File: config.mk
export PLATFORM = sky130hd
export DESIGN_NAME = multiturn_encoder_position_filter_unit
export DESIGN_NICKNAME = d
export VERILOG_FILES = /design/src/rtl/mtef_pkg.sv /design/src/rtl/mtef_dp.sv /design/src/rtl/mtef_ctrl.sv /design/src/rtl/multiturn_encoder_position_filter_unit.sv
export VERILOG_INCLUDE_DIRS = /design/src /design/src/rtl
export SDC_FILE = /design/constraint.sdc
export NUM_CORES = 1
export LEC_CHECK = 0
export BUFFER_PORTS_ARGS = -buffer_cell sky130_fd_sc_hd__buf_2
export CAP_MARGIN = 40
export CORE_MARGIN = 2
export CORE_UTILIZATION = 60
export DETAILED_ROUTE_END_ITERATION = 8
export PLACE_DENSITY = 0.79
export SYNTH_ARGS = -nofsm -noshare
export SYNTH_HDL_FRONTEND = slang
export SYNTH_HIERARCHICAL = 1
export SYNTH_SLANG_ARGS = --single-unit
File: constraint.sdc
create_clock -name clk -period 7.3 [get_ports clk]
set_input_delay 1.46 -clock clk [delete_from_list [all_inputs] [get_ports clk]]
set_output_delay 1.46 -clock clk [all_outputs]
set_load 0.005 [all_outputs]
File: src/rtl/multiturn_encoder_position_filter_unit_defines.svh
`ifndef MULTITURN_ENCODER_POSITION_FILTER_UNIT_DEFINES_SVH
`define MULTITURN_ENCODER_POSITION_FILTER_UNIT_DEFINES_SVH

// same-cycle implication, sampled on clk, off while arst_n is low
`define MTEF_ASSERT_SAME(label, ante, cons, msg) \
	label: assert property (@(posedge clk) disable iff (!arst_n) (ante) |-> (cons)) \
		else $error(msg);

// next-cycle implication, sampled on clk, off while arst_n is low
`define MTEF_ASSERT_NEXT(label, ante, cons, msg) \
	label: assert property (@(posedge clk) disable iff (!arst_n) (ante) |=> (cons)) \
		else $error(msg);

`endif

File: src/rtl/mtef_pkg.sv
package mtef_pkg;

	localparam int AngleBits = 14;
	localparam int CentW     = AngleBits + 1;
	localparam int TurnW     = 16;
	localparam int FracBits  = 24;
	localparam int PosW      = 40;
	localparam int UnfW      = TurnW + FracBits + 1;
	localparam int DeltaW    = UnfW + 1;
	localparam int AccW      = DeltaW + 1;
	localparam int GainW     = 17;
	localparam int GainFrac  = 16;
	localparam int DtW       = 16;
	localparam int ProdW     = AccW + GainW;
	localparam int SW        = DeltaW + GainW - GainFrac;
	localparam int AluW      = AccW;
	localparam int IterW     = $clog2(SW > GainW ? SW : GainW);

	localparam logic [GainW-1:0]        GainReset = GainW'(410);
	localparam logic signed [CentW-1:0] HalfTurn  = CentW'(2 ** (AngleBits - 1));

	localparam int OpW = 4;
	localparam logic [OpW-1:0] OpIdle   = 4'd0;
	localparam logic [OpW-1:0] OpLoad   = 4'd1;
	localparam logic [OpW-1:0] OpUnwrap = 4'd2;
	localparam logic [OpW-1:0] OpUnf    = 4'd3;
	localparam logic [OpW-1:0] OpDelta  = 4'd4;
	localparam logic [OpW-1:0] OpMul    = 4'd5;
	localparam logic [OpW-1:0] OpPos    = 4'd6;
	localparam logic [OpW-1:0] OpAbs    = 4'd7;
	localparam logic [OpW-1:0] OpDiv    = 4'd8;
	localparam logic [OpW-1:0] OpNeg    = 4'd9;

	typedef struct packed {
		logic [AngleBits-1:0] raw_angle;
		logic [DtW-1:0]       dt_ticks;
	} sample_t;

	typedef struct packed {
		logic signed [PosW-1:0]  filtered_position;
		logic signed [PosW-1:0]  velocity;
		logic signed [TurnW-1:0] rotation_count;
	} result_t;

	typedef struct packed {
		logic [OpW-1:0] op;
		logic           res_load;
	} ctrl_t;

	typedef struct packed {
		logic dt_zero;
	} stat_t;

endpackage

File: src/rtl/mtef_dp.sv
`include "multiturn_encoder_position_filter_unit_defines.svh"

module mtef_dp (
	input  logic                            clk,
	input  logic                            arst_n,
	input  mtef_pkg::ctrl_t                 ctrl,
	input  mtef_pkg::sample_t               sample,
	input  logic [mtef_pkg::GainW-1:0]      gain,
	output mtef_pkg::stat_t                 stat,
	output mtef_pkg::result_t               res
);

	localparam int CentW  = mtef_pkg::CentW;
	localparam int AluW   = mtef_pkg::AluW;
	localparam int AccW   = mtef_pkg::AccW;
	localparam int GainW  = mtef_pkg::GainW;
	localparam int SW     = mtef_pkg::SW;
	localparam int DtW    = mtef_pkg::DtW;
	localparam int PosW   = mtef_pkg::PosW;
	localparam int DeltaW = mtef_pkg::DeltaW;
	localparam logic signed [CentW:0] HalfX = (CentW + 1)'(mtef_pkg::HalfTurn);

	logic [mtef_pkg::AngleBits-1:0]      raw_q;
	logic [DtW-1:0]                      dt_q;
	logic signed [CentW-1:0]             last_q;
	logic signed [CentW-1:0]             negc_q;
	logic signed [mtef_pkg::TurnW-1:0]   turn_q;
	logic signed [PosW-1:0]              pos_q;
	logic signed [PosW-1:0]              vel_q;
	logic signed [DeltaW-1:0]            delta_q;
	logic signed [AccW-1:0]              hi_q;
	logic [GainW-1:0]                    lo_q;
	logic [SW-1:0]                       mag_q;
	logic [DtW-1:0]                      rem_q;
	logic                                neg_q;

	logic signed [CentW-1:0]             cent;
	logic signed [CentW-1:0]             negc;
	logic signed [CentW:0]               diff;
	logic                                wrap_up;
	logic                                wrap_dn;
	logic [mtef_pkg::ProdW-1:0]          prod_w;
	logic signed [SW-1:0]                s_w;
	logic signed [AluW-1:0]              turn_x;
	logic signed [AluW-1:0]              negc_x;
	logic signed [AluW-1:0]              pos_x;
	logic signed [AluW-1:0]              delta_x;
	logic signed [AluW-1:0]              s_x;
	logic [AluW-1:0]                     alu_a;
	logic [AluW-1:0]                     alu_b;
	logic                                alu_sub;
	logic [AluW-1:0]                     alu_sum;
	logic signed [AccW-1:0]              hi_new;
	logic                                ge;

	assign cent    = signed'({1'b0, raw_q}) - mtef_pkg::HalfTurn;
	assign negc    = mtef_pkg::HalfTurn - signed'({1'b0, raw_q});
	assign diff    = (CentW + 1)'(last_q) - (CentW + 1)'(cent);
	assign wrap_dn = diff > HalfX;
	assign wrap_up = diff < -HalfX;

	assign prod_w  = {hi_q, lo_q};
	assign s_w     = signed'(prod_w[mtef_pkg::GainFrac +: SW]);

	assign turn_x  = AluW'(turn_q);
	assign negc_x  = AluW'(negc_q);
	assign pos_x   = AluW'(pos_q);
	assign delta_x = AluW'(delta_q);
	assign s_x     = AluW'(s_w);

	// shared adder
	always_comb begin
		alu_a   = '0;
		alu_b   = '0;
		alu_sub = 1'b0;
		case (ctrl.op)
			mtef_pkg::OpUnf: begin
				alu_a = turn_x <<< mtef_pkg::FracBits;
				alu_b = negc_x <<< (mtef_pkg::FracBits - mtef_pkg::AngleBits);
			end
			mtef_pkg::OpDelta: begin
				alu_a   = delta_x;
				alu_b   = pos_x;
				alu_sub = 1'b1;
			end
			mtef_pkg::OpMul: begin
				alu_a = hi_q;
				alu_b = delta_x;
			end
			mtef_pkg::OpPos: begin
				alu_a = pos_x;
				alu_b = s_x;
			end
			mtef_pkg::OpAbs: begin
				alu_b   = s_x;
				alu_sub = s_w[SW-1];
			end
			mtef_pkg::OpDiv: begin
				alu_a   = AluW'({rem_q, mag_q[SW-1]});
				alu_b   = AluW'(dt_q);
				alu_sub = 1'b1;
			end
			mtef_pkg::OpNeg: begin
				alu_b   = AluW'(mag_q);
				alu_sub = neg_q;
			end
			default: begin
				alu_a   = '0;
				alu_b   = '0;
				alu_sub = 1'b0;
			end
		endcase
		alu_sum = alu_a + (alu_sub ? ~alu_b : alu_b) + AluW'(alu_sub);
	end

	assign hi_new = lo_q[0] ? signed'(alu_sum[AccW-1:0]) : hi_q;
	assign ge     = ~alu_sum[AluW-1];

	always_ff @(posedge clk or negedge arst_n) begin
		if (!arst_n) begin
			last_q <= '0;
			turn_q <= '0;
			pos_q  <= '0;
			vel_q  <= '0;
		end else begin
			case (ctrl.op)
				mtef_pkg::OpUnwrap: begin
					last_q <= cent;
					if (wrap_up || wrap_dn) begin
						turn_q <= turn_q + (wrap_up ? mtef_pkg::TurnW'(1) : '1);
					end
				end
				mtef_pkg::OpPos: begin
					pos_q <= alu_sum[PosW-1:0];
				end
				mtef_pkg::OpNeg: begin
					vel_q <= alu_sum[PosW-1:0];
				end
				default: begin
				end
			endcase
		end
	end

	always_ff @(posedge clk) begin
		case (ctrl.op)
			mtef_pkg::OpLoad: begin
				raw_q <= sample.raw_angle;
				dt_q  <= sample.dt_ticks;
			end
			mtef_pkg::OpUnwrap: begin
				negc_q <= negc;
			end
			mtef_pkg::OpUnf: begin
				delta_q <= alu_sum[DeltaW-1:0];
			end
			mtef_pkg::OpDelta: begin
				delta_q <= alu_sum[DeltaW-1:0];
				hi_q    <= '0;
				lo_q    <= gain;
			end
			mtef_pkg::OpMul: begin
				hi_q <= {hi_new[AccW-1], hi_new[AccW-1:1]};
				lo_q <= {hi_new[0], lo_q[GainW-1:1]};
			end
			mtef_pkg::OpAbs: begin
				mag_q <= alu_sum[SW-1:0];
				neg_q <= s_w[SW-1];
				rem_q <= '0;
			end
			mtef_pkg::OpDiv: begin
				rem_q <= ge ? alu_sum[DtW-1:0] : {rem_q[DtW-2:0], mag_q[SW-1]};
				mag_q <= {mag_q[SW-2:0], ge};
			end
			default: begin
			end
		endcase
	end

	assign stat.dt_zero          = dt_q == '0;
	assign res.filtered_position = pos_q;
	assign res.velocity          = vel_q;
	assign res.rotation_count    = turn_q;

	`MTEF_ASSERT_SAME(a_div_needs_dt, ctrl.op == mtef_pkg::OpDiv, dt_q != '0, "divide with zero dt")
	`MTEF_ASSERT_NEXT(a_rem_below_dt, ctrl.op == mtef_pkg::OpDiv, rem_q < dt_q, "remainder not below dt")

endmodule

File: src/rtl/mtef_ctrl.sv
`include "multiturn_encoder_position_filter_unit_defines.svh"

module mtef_ctrl (
	input  logic            clk,
	input  logic            arst_n,
	input  logic            sample_valid,
	input  logic            res_free,
	input  mtef_pkg::stat_t stat,
	output mtef_pkg::ctrl_t ctrl,
	output logic            idle
);

	localparam int IterW = mtef_pkg::IterW;

	localparam logic [3:0] S_IDLE   = 4'd0;
	localparam logic [3:0] S_UNWRAP = 4'd1;
	localparam logic [3:0] S_UNF    = 4'd2;
	localparam logic [3:0] S_DELTA  = 4'd3;
	localparam logic [3:0] S_MUL    = 4'd4;
	localparam logic [3:0] S_POS    = 4'd5;
	localparam logic [3:0] S_ABS    = 4'd6;
	localparam logic [3:0] S_DIV    = 4'd7;
	localparam logic [3:0] S_NEG    = 4'd8;
	localparam logic [3:0] S_OUT    = 4'd9;

	logic [3:0]       state_q;
	logic [IterW-1:0] iter_q;

	always_comb begin
		ctrl.op       = mtef_pkg::OpIdle;
		ctrl.res_load = 1'b0;
		case (state_q)
			S_IDLE:   ctrl.op = sample_valid ? mtef_pkg::OpLoad : mtef_pkg::OpIdle;
			S_UNWRAP: ctrl.op = mtef_pkg::OpUnwrap;
			S_UNF:    ctrl.op = mtef_pkg::OpUnf;
			S_DELTA:  ctrl.op = mtef_pkg::OpDelta;
			S_MUL:    ctrl.op = mtef_pkg::OpMul;
			S_POS:    ctrl.op = mtef_pkg::OpPos;
			S_ABS:    ctrl.op = mtef_pkg::OpAbs;
			S_DIV:    ctrl.op = mtef_pkg::OpDiv;
			S_NEG:    ctrl.op = mtef_pkg::OpNeg;
			S_OUT:    ctrl.res_load = res_free;
			default:  ctrl.op = mtef_pkg::OpIdle;
		endcase
	end

	assign idle = state_q == S_IDLE;

	always_ff @(posedge clk or negedge arst_n) begin
		if (!arst_n) begin
			state_q <= S_IDLE;
			iter_q  <= '0;
		end else begin
			case (state_q)
				S_IDLE: begin
					if (sample_valid) begin
						state_q <= S_UNWRAP;
					end
				end
				S_UNWRAP: state_q <= S_UNF;
				S_UNF:    state_q <= S_DELTA;
				S_DELTA: begin
					state_q <= S_MUL;
					iter_q  <= IterW'(mtef_pkg::GainW - 1);
				end
				S_MUL: begin
					if (iter_q == '0) begin
						state_q <= S_POS;
					end else begin
						iter_q <= iter_q - IterW'(1);
					end
				end
				S_POS: state_q <= S_ABS;
				S_ABS: begin
					state_q <= stat.dt_zero ? S_OUT : S_DIV;
					iter_q  <= IterW'(mtef_pkg::SW - 1);
				end
				S_DIV: begin
					if (iter_q == '0) begin
						state_q <= S_NEG;
					end else begin
						iter_q <= iter_q - IterW'(1);
					end
				end
				S_NEG: state_q <= S_OUT;
				S_OUT: begin
					if (res_free) begin
						state_q <= S_IDLE;
					end
				end
				default: state_q <= S_IDLE;
			endcase
		end
	end

	`MTEF_ASSERT_NEXT(a_accept_starts, (state_q == S_IDLE) && sample_valid, state_q == S_UNWRAP, "accepted transaction did not start")
	`MTEF_ASSERT_NEXT(a_mul_holds, (state_q == S_MUL) && (iter_q != '0), state_q == S_MUL, "multiply left early")
	`MTEF_ASSERT_NEXT(a_dt_zero_skip, (state_q == S_ABS) && stat.dt_zero, state_q == S_OUT, "zero dt did not skip divide")

endmodule

File: src/rtl/multiturn_encoder_position_filter_unit.sv
// multi-turn encoder unwrap with first-order low-pass position filter
// sample channel: sample_valid / sample_stall carry raw_angle and dt_ticks;
//   sample_stall is high while a transaction is being worked on
// result channel: result_valid / result_stall carry filtered_position,
//   velocity and rotation_count, one result per sample
// gain channel: gain_valid / gain_ready writes filter_gain (Q1.16), taken
//   only while the block is idle; reset value 410
// steps: unwrap, unfold, delta, multiply, position, abs, divide, negate and
//   output, with divide and negate skipped on zero dt; one multiply
//   iteration per gain bit (17) and one divide iteration per quotient bit
//   (43) through one shared 43-bit adder
// the next sample waits until the block is idle again
// reset clears turn count, last sample, position and velocity to zero
// a stalled result holds in the output register; the next sample is still
//   accepted and worked on, and the block waits at the end for the
//   output register to free up
module multiturn_encoder_position_filter_unit (
	input  logic                         clk,
	input  logic                         arst_n,
	input  logic                         sample_valid,
	output logic                         sample_stall,
	input  mtef_pkg::sample_t            sample,
	output logic                         result_valid,
	input  logic                         result_stall,
	output mtef_pkg::result_t            result,
	input  logic                         gain_valid,
	output logic                         gain_ready,
	input  logic [mtef_pkg::GainW-1:0]   gain_data
);

	logic [mtef_pkg::GainW-1:0] gain_q;
	logic                       res_valid_q;
	mtef_pkg::result_t          res_q;
	mtef_pkg::result_t          dp_res;
	mtef_pkg::ctrl_t            ctrl;
	mtef_pkg::stat_t            stat;
	logic                       idle;
	logic                       res_free;

	assign res_free     = ~res_valid_q | ~result_stall;
	assign sample_stall = ~idle;
	assign gain_ready   = idle;
	assign result_valid = res_valid_q;
	assign result       = res_q;

	mtef_ctrl u_ctrl (
		.clk          (clk),
		.arst_n       (arst_n),
		.sample_valid (sample_valid),
		.res_free     (res_free),
		.stat         (stat),
		.ctrl         (ctrl),
		.idle         (idle)
	);

	mtef_dp u_dp (
		.clk    (clk),
		.arst_n (arst_n),
		.ctrl   (ctrl),
		.sample (sample),
		.gain   (gain_q),
		.stat   (stat),
		.res    (dp_res)
	);

	always_ff @(posedge clk or negedge arst_n) begin
		if (!arst_n) begin
			gain_q      <= mtef_pkg::GainReset;
			res_valid_q <= 1'b0;
		end else begin
			if (gain_valid && gain_ready) begin
				gain_q <= gain_data;
			end
			if (ctrl.res_load) begin
				res_valid_q <= 1'b1;
			end else if (!result_stall) begin
				res_valid_q <= 1'b0;
			end
		end
	end

	always_ff @(posedge clk) begin
		if (ctrl.res_load) begin
			res_q <= dp_res;
		end
	end

endmodule

Word level (Yosys, flattened, before mapping)
Cells that the tools add are included.
- add/subtract/negate cells: 7
- multiply operators: 0
- divide/modulo/power cells: 0
- magnitude comparators: 2
- equality and inequality tests: 24
- shift-type cells: 0
- mux-type cells: 24
- bitwise operators: 6
- reductions and logical operators: 15
- operator list (cell ; count):
    $pmux W43 S6 ; 1
    $pmux W43 S5 ; 1
    $pmux W43 S2 ; 2
    $mux W43 ; 2
    $add A43 B1 Y43 ; 1
    $add A43 B43 Y43 ; 1
    $not A43 Y43 ; 1
    $pmux W4 S10 ; 1
    $pmux W4 S9 ; 1
    $pmux W17 S2 ; 1
    $eq A4 B3 Y1 const B ; 8
    $mux W16 ; 2
    $pmux W16 S2 ; 1
    $mux W4 ; 5
    $pmux W6 S3 ; 1
    $add A16 B16 Y16 ; 1
    $eq A4 B2 Y1 const B ; 4
    $eq A4 B4 Y1 const B ; 4
    $gt A16 B15 Y1 const B ; 1
    $logic_not A16 Y1 ; 1
    $lt A16 B14 Y1 const B ; 1
    $sub A15 B15 Y16 ; 1
    $sub A14 B14 Y15 const A ; 1
    $sub A14 B14 Y15 const B ; 1
    18 further kinds ; 34
- register bits: 442
- latch bits: 0
- memory bits (writable): 0
- memory bits (read-only): 0
- bits of input ports: 52
- output and inout bits: 99
- word-level logic and storage cells: 98
- memories kept: 0

Logic depth before layout (Yosys ltp)
- word-level depth: 11
- mapped depth: 28
- mapped depth without buffers: 23

Cells and area by module
The synthesis kept the hierarchy.
- by module, submodules not included (module ; instances ; cells each ; area each (um2) ; seq. area each (um2)):
    mtef_dp ; 1 ; 1828 ; 18236.2 ; 8938.6
    multiturn_encoder_position_filter_unit ; 1 ; 136 ; 3613.5 ; 3339.5
    mtef_ctrl ; 1 ; 93 ; 837.1 ; 250.2

Worst setup path after synthesis
Ideal clock, no wire load.
- path kind: input -> register
- start point: input port sample_valid
- end point: register u_dp.rem_q[10], data pin
- library setup time: 266 ps
- data arrival time: 5897 ps
- data required time: 7034 ps
- path slack: 1137 ps
- cell stages on the path: 23
- path buffers: 6
- cells stage by stage: o21ai_0 > a21oi_1 > buf_6 > buf_6 > nor3_1 > clkbuf_1 > buf_1 > a22oi_1 > nand3_1 > ha_1 > and4_4 > and3_1 > o211ai_2 > a2111oi_2 > a211oi_2 > o31a_1 > o21ai_2 > o22a_1 > buf_6 > xor2_4 > buf_6 > mux2i_1 > nor2_1
- RTL lines (what ; line ; source):
    start: declaration ; multiturn_encoder_position_filter_unit.sv:20 ; input logic sample_valid,
    end signal: assignment ; mtef_dp.sv:172 ; rem_q <= ge ? alu_sum[DtW-1:0] : {rem_q[DtW-2:0], mag_q[SW-1]};
    end: declaration ; mtef_dp.sv:34 ; logic [DtW-1:0] rem_q;

==> reports/qor.tcl <==
set qor(run_status) {complete, no violations}
set qor(critical_path_class) {reg -> reg}
set qor(placeableCoreArea_mm2) 0.0375
set qor(timing.max_cap.violations) 0
set qor(postCtsSetupRepairBufs) 0
set qor(clk_latency_ps) 580
set qor(post-synth-top-area-cell) {sky130_fd_sc_hd__edfxtp_1}
set qor(hold_depth) 0
set qor(chipHeight_um) 198
set qor(synthesis.yosys.warnings) 6
set qor(floorplan.die.width_um) 198
set qor(grt_max_degree) 80
set qor(cp_data_arrival_time_ps) 6760
set qor(ys_types) 100
set qor(timing.clock.skew_ps) 23.3
set qor(grt-ovfl-total) 0
set qor(grt_setup_unrepaired) {false}
set qor(yosys_most_used_dff) {sky130_fd_sc_hd__edfxtp_1}
set qor(tritoncts_clock_tree) {done}
set qor(synth.yosys.seq_area_share_pct) 55.2
set qor(synthArstFlopShare_pct) 31.4
set qor(final_cell_mix) {sky130_fd_sc_hd__nand2_1 (325), sky130_fd_sc_hd__edfxtp_1 (302), sky130_fd_sc_hd__o21ai_0 (169)}
set qor(gp_routability_congestion) 0.964
set qor(worst_setup_hold_path_clk_slew_ps) 60
set qor(timing_worst_slew_pin_value_ps) 934
set qor(route.antenna.remaining_nets) 0
set qor(die_area_mm2) 0.0394
set qor(layout-drive-gt1-share_pct) 16.9
set qor(grt_pass1_vias) 16500
set qor(clock_path_buffers) 3
set qor(largest_cells_by_area_after_synthesis) {sky130_fd_sc_hd__edfxtp_1 (40%), sky130_fd_sc_hd__dfrtp_1 (15%), sky130_fd_sc_hd__nand2_1 (5.4%), sky130_fd_sc_hd__ha_1 (4.0%), sky130_fd_sc_hd__o21ai_0 (3.7%)}
set qor(routed_via_density) 6.22
set qor(floorplan.io_pins) 151
set qor(routedWlPerCell_um) 20.6
set qor(critical_path.reg2reg.startpoint) {u_ctrl/state_q[1]$_DFFE_PN0P_}
set qor(cp_data_required_time_ps) 7600
set qor(setup-violations-final) 0
set qor(initial_utilization_pct) 60.5
set qor(grt_antenna_before_repair) 0
set qor(path_max_fanout) 17
set qor(avgSynthCellArea_um2) 11.0
set qor(route.vias.total) 17000
set qor(final_period_minus_worst_setup_slack_ps) 6460
set qor(antenna_cells) 0
set qor(final.hold.worst_slack_ps) 439
set qor(place.detailed.hpwl_um) 39000
set qor(mostFrequentLayoutCell) {sky130_fd_sc_hd__nand2_1}
set qor(synthesis.nets) 2184
set qor(detailedRoute.firstIterationViolations) 2048
set qor(crit_path_end_kind) {register}
set qor(finalSetupTns_ps) 0
set qor(min-delay-path-class) {reg -> reg}
set qor(clkSinkCount) 440
set qor(synth.ff_latch_count) 440
set qor(post_cts_hold_buffer_count) 0
set qor(cts_root_buf) {sky130_fd_sc_hd__clkbuf_16}
set qor(postSynthCellCount) 2057
set qor(finalHoldViolCount) 0
set qor(regToRegEndpoint) {u_dp/rem_q[3]$_SDFFCE_PP0P_}
set qor(routed_wl_um) 56300
set qor(gr-usage-all-layers_pct) 29.2
set qor(worst_r2r_path_depth) 21
set qor(max_freq_ghz) 0.155
set qor(final_nets) 2320
set qor(final.period_utilization_pct) 88.4
set qor(num_rows) 71
set qor(cts_made_buffers) 44
set qor(worstHoldEndpoint) {result[47]$_DFFE_PP_}
set qor(io_buffers) 150
set qor(clock_tree.htree_level_count) 2
set qor(startpoint_type) {register}
set qor(first_pass_iters) 9
set qor(maxSlewHeadroom_pct) 37.8
set qor(register_to_register_path_setup_slack_ps) 840
set qor(hold_start) {u_dp/vel_q[31]$_DFFE_PN0N_}
set qor(cts-resized-gates) 0
set qor(detail_route.drc_violations) 0
set qor(synth_enable_flop_cells) 302
set qor(post-route-util_pct) 68.2
set qor(grt_pass1_wl_um) 89400
set qor(yosysTopAreaCellShare_pct) 40.0
set qor(final-max-slew-violation-count) 0
set qor(post_synth_instance_area_mm2) 0.0227
set qor(area.growth.synth_to_final_pct) 12.6
cell usage after synthesis, types with 21 or more instances:
library cell	count
sky130_fd_sc_hd__nand3_1	56
sky130_fd_sc_hd__o21ai_0	169
sky130_fd_sc_hd__a22oi_1	70
sky130_fd_sc_hd__mux2_2	30
sky130_fd_sc_hd__nor3_1	23
sky130_fd_sc_hd__ha_1	72
sky130_fd_sc_hd__nor2_1	114
sky130_fd_sc_hd__clkbuf_1	75
sky130_fd_sc_hd__xor2_1	21
sky130_fd_sc_hd__inv_1	84
sky130_fd_sc_hd__a21o_1	25
sky130_fd_sc_hd__nand2_1	327
sky130_fd_sc_hd__a21oi_1	85
sky130_fd_sc_hd__a222oi_1	39
sky130_fd_sc_hd__xnor2_1	91
sky130_fd_sc_hd__mux2i_1	64
sky130_fd_sc_hd__edfxtp_1	302
sky130_fd_sc_hd__dfrtp_1	133
registers in the layout, summed over array words and instances (netlist names):
register	flops
u_dp/turn_q	16
u_ctrl/state_q	4
u_dp/raw_q	14
u_dp/mag_q	43
u_dp/dt_q	16
gain_q	17
u_dp/last_q	14
u_dp/negc_q	15
result	96
u_dp/vel_q	40
u_dp/delta_q	42
result_valid	1
u_dp/lo_q	17
u_dp/neg_q	1
u_dp/hi_q	42
u_dp/pos_q	40
u_dp/rem_q	16
u_ctrl/iter_q	6
area by class of cell:
type	instances	area, um^2
Multi-Input combinational cell	1422	9380
Sequential cell	440	12500
Tap cell	511	639
Clock inverter	23	251
Clock buffer	57	1250
Timing Repair Buffer	200	1180
Inverter	85	319
Fill cell	2782	11900
critical path, cell delays in order (launching register included):
cell	delay, ps
sky130_fd_sc_hd__dfrtp_1	590
sky130_fd_sc_hd__nor3b_1	410
sky130_fd_sc_hd__inv_1	70
sky130_fd_sc_hd__o22ai_1	630
sky130_fd_sc_hd__nand2b_1	420
sky130_fd_sc_hd__nor3_2	170
sky130_fd_sc_hd__buf_4	200
sky130_fd_sc_hd__a222oi_1	400
sky130_fd_sc_hd__nand2_1	130
sky130_fd_sc_hd__ha_1	400
sky130_fd_sc_hd__or2b_1	280
sky130_fd_sc_hd__a21oi_2	220
sky130_fd_sc_hd__o211ai_2	190
sky130_fd_sc_hd__a2111oi_2	380
sky130_fd_sc_hd__a211oi_2	110
sky130_fd_sc_hd__o31a_1	280
sky130_fd_sc_hd__o21ai_2	190
sky130_fd_sc_hd__o22a_1	270
sky130_fd_sc_hd__xor2_4	160
sky130_fd_sc_hd__buf_4	300
sky130_fd_sc_hd__mux2i_1	280
sky130_fd_sc_hd__nor2_1	60
per-stage QoR:
step,area (um^2),std cells,setup WS (ps)
detailed placement,24000,2658,608
floorplan,22700,2057,1140
finish,25600,2738,845
global route,25600,2738,337
global placement,24000,2655,755
CTS,25600,2738,942
per-layer routing:
metal,GRT usage [%],wire (um)
met4,10.1,1620
met3,5.39,5210
met1,42.0,24100
met2,45.1,25300
met5,0,0
cell families (layout without fill, tap and decap cells):
family                     after synthesis  after routing  synth area share, %
and+or+nand+nor                        627            627                 12.6
AOI/OAI and AO/OA                      499            499                 14.6
DFF                                    440            440                 55.2
buffers and inverters                  195            365                 3.63
xor gates and xnor gates               116            116                 4.66
muxes                                  105            105                 5.04
adders and majority gates               75             75                 4.24
worst max-delay path by stage:
| stage | startpoint | to | slack (ps) | cells after the start |
|---|---|---|---|---|
| detailed placement | sample_valid | u_dp/rem_q[3]$_SDFFCE_PP0P_ | 610 | 22 |
| global placement | sample_valid | u_dp/rem_q[5]$_SDFFCE_PP0P_ | 760 | 22 |
| finish | u_ctrl/state_q[1]$_DFFE_PN0P_ | u_dp/rem_q[3]$_SDFFCE_PP0P_ | 840 | 21 |
| global route | u_ctrl/state_q[1]$_DFFE_PN0P_ | u_dp/rem_q[5]$_SDFFCE_PP0P_ | 340 | 21 |
| floorplan | sample_valid | u_dp/rem_q[10]$_SDFFCE_PP0P_ | 1140 | 23 |
| CTS | u_ctrl/state_q[1]$_DFFE_PN0P_ | u_dp/rem_q[5]$_SDFFCE_PP0P_ | 940 | 20 |
Power is not shown: default switching activity piles up to over one toggle a cycle in this logic, so the estimate is an artifact.
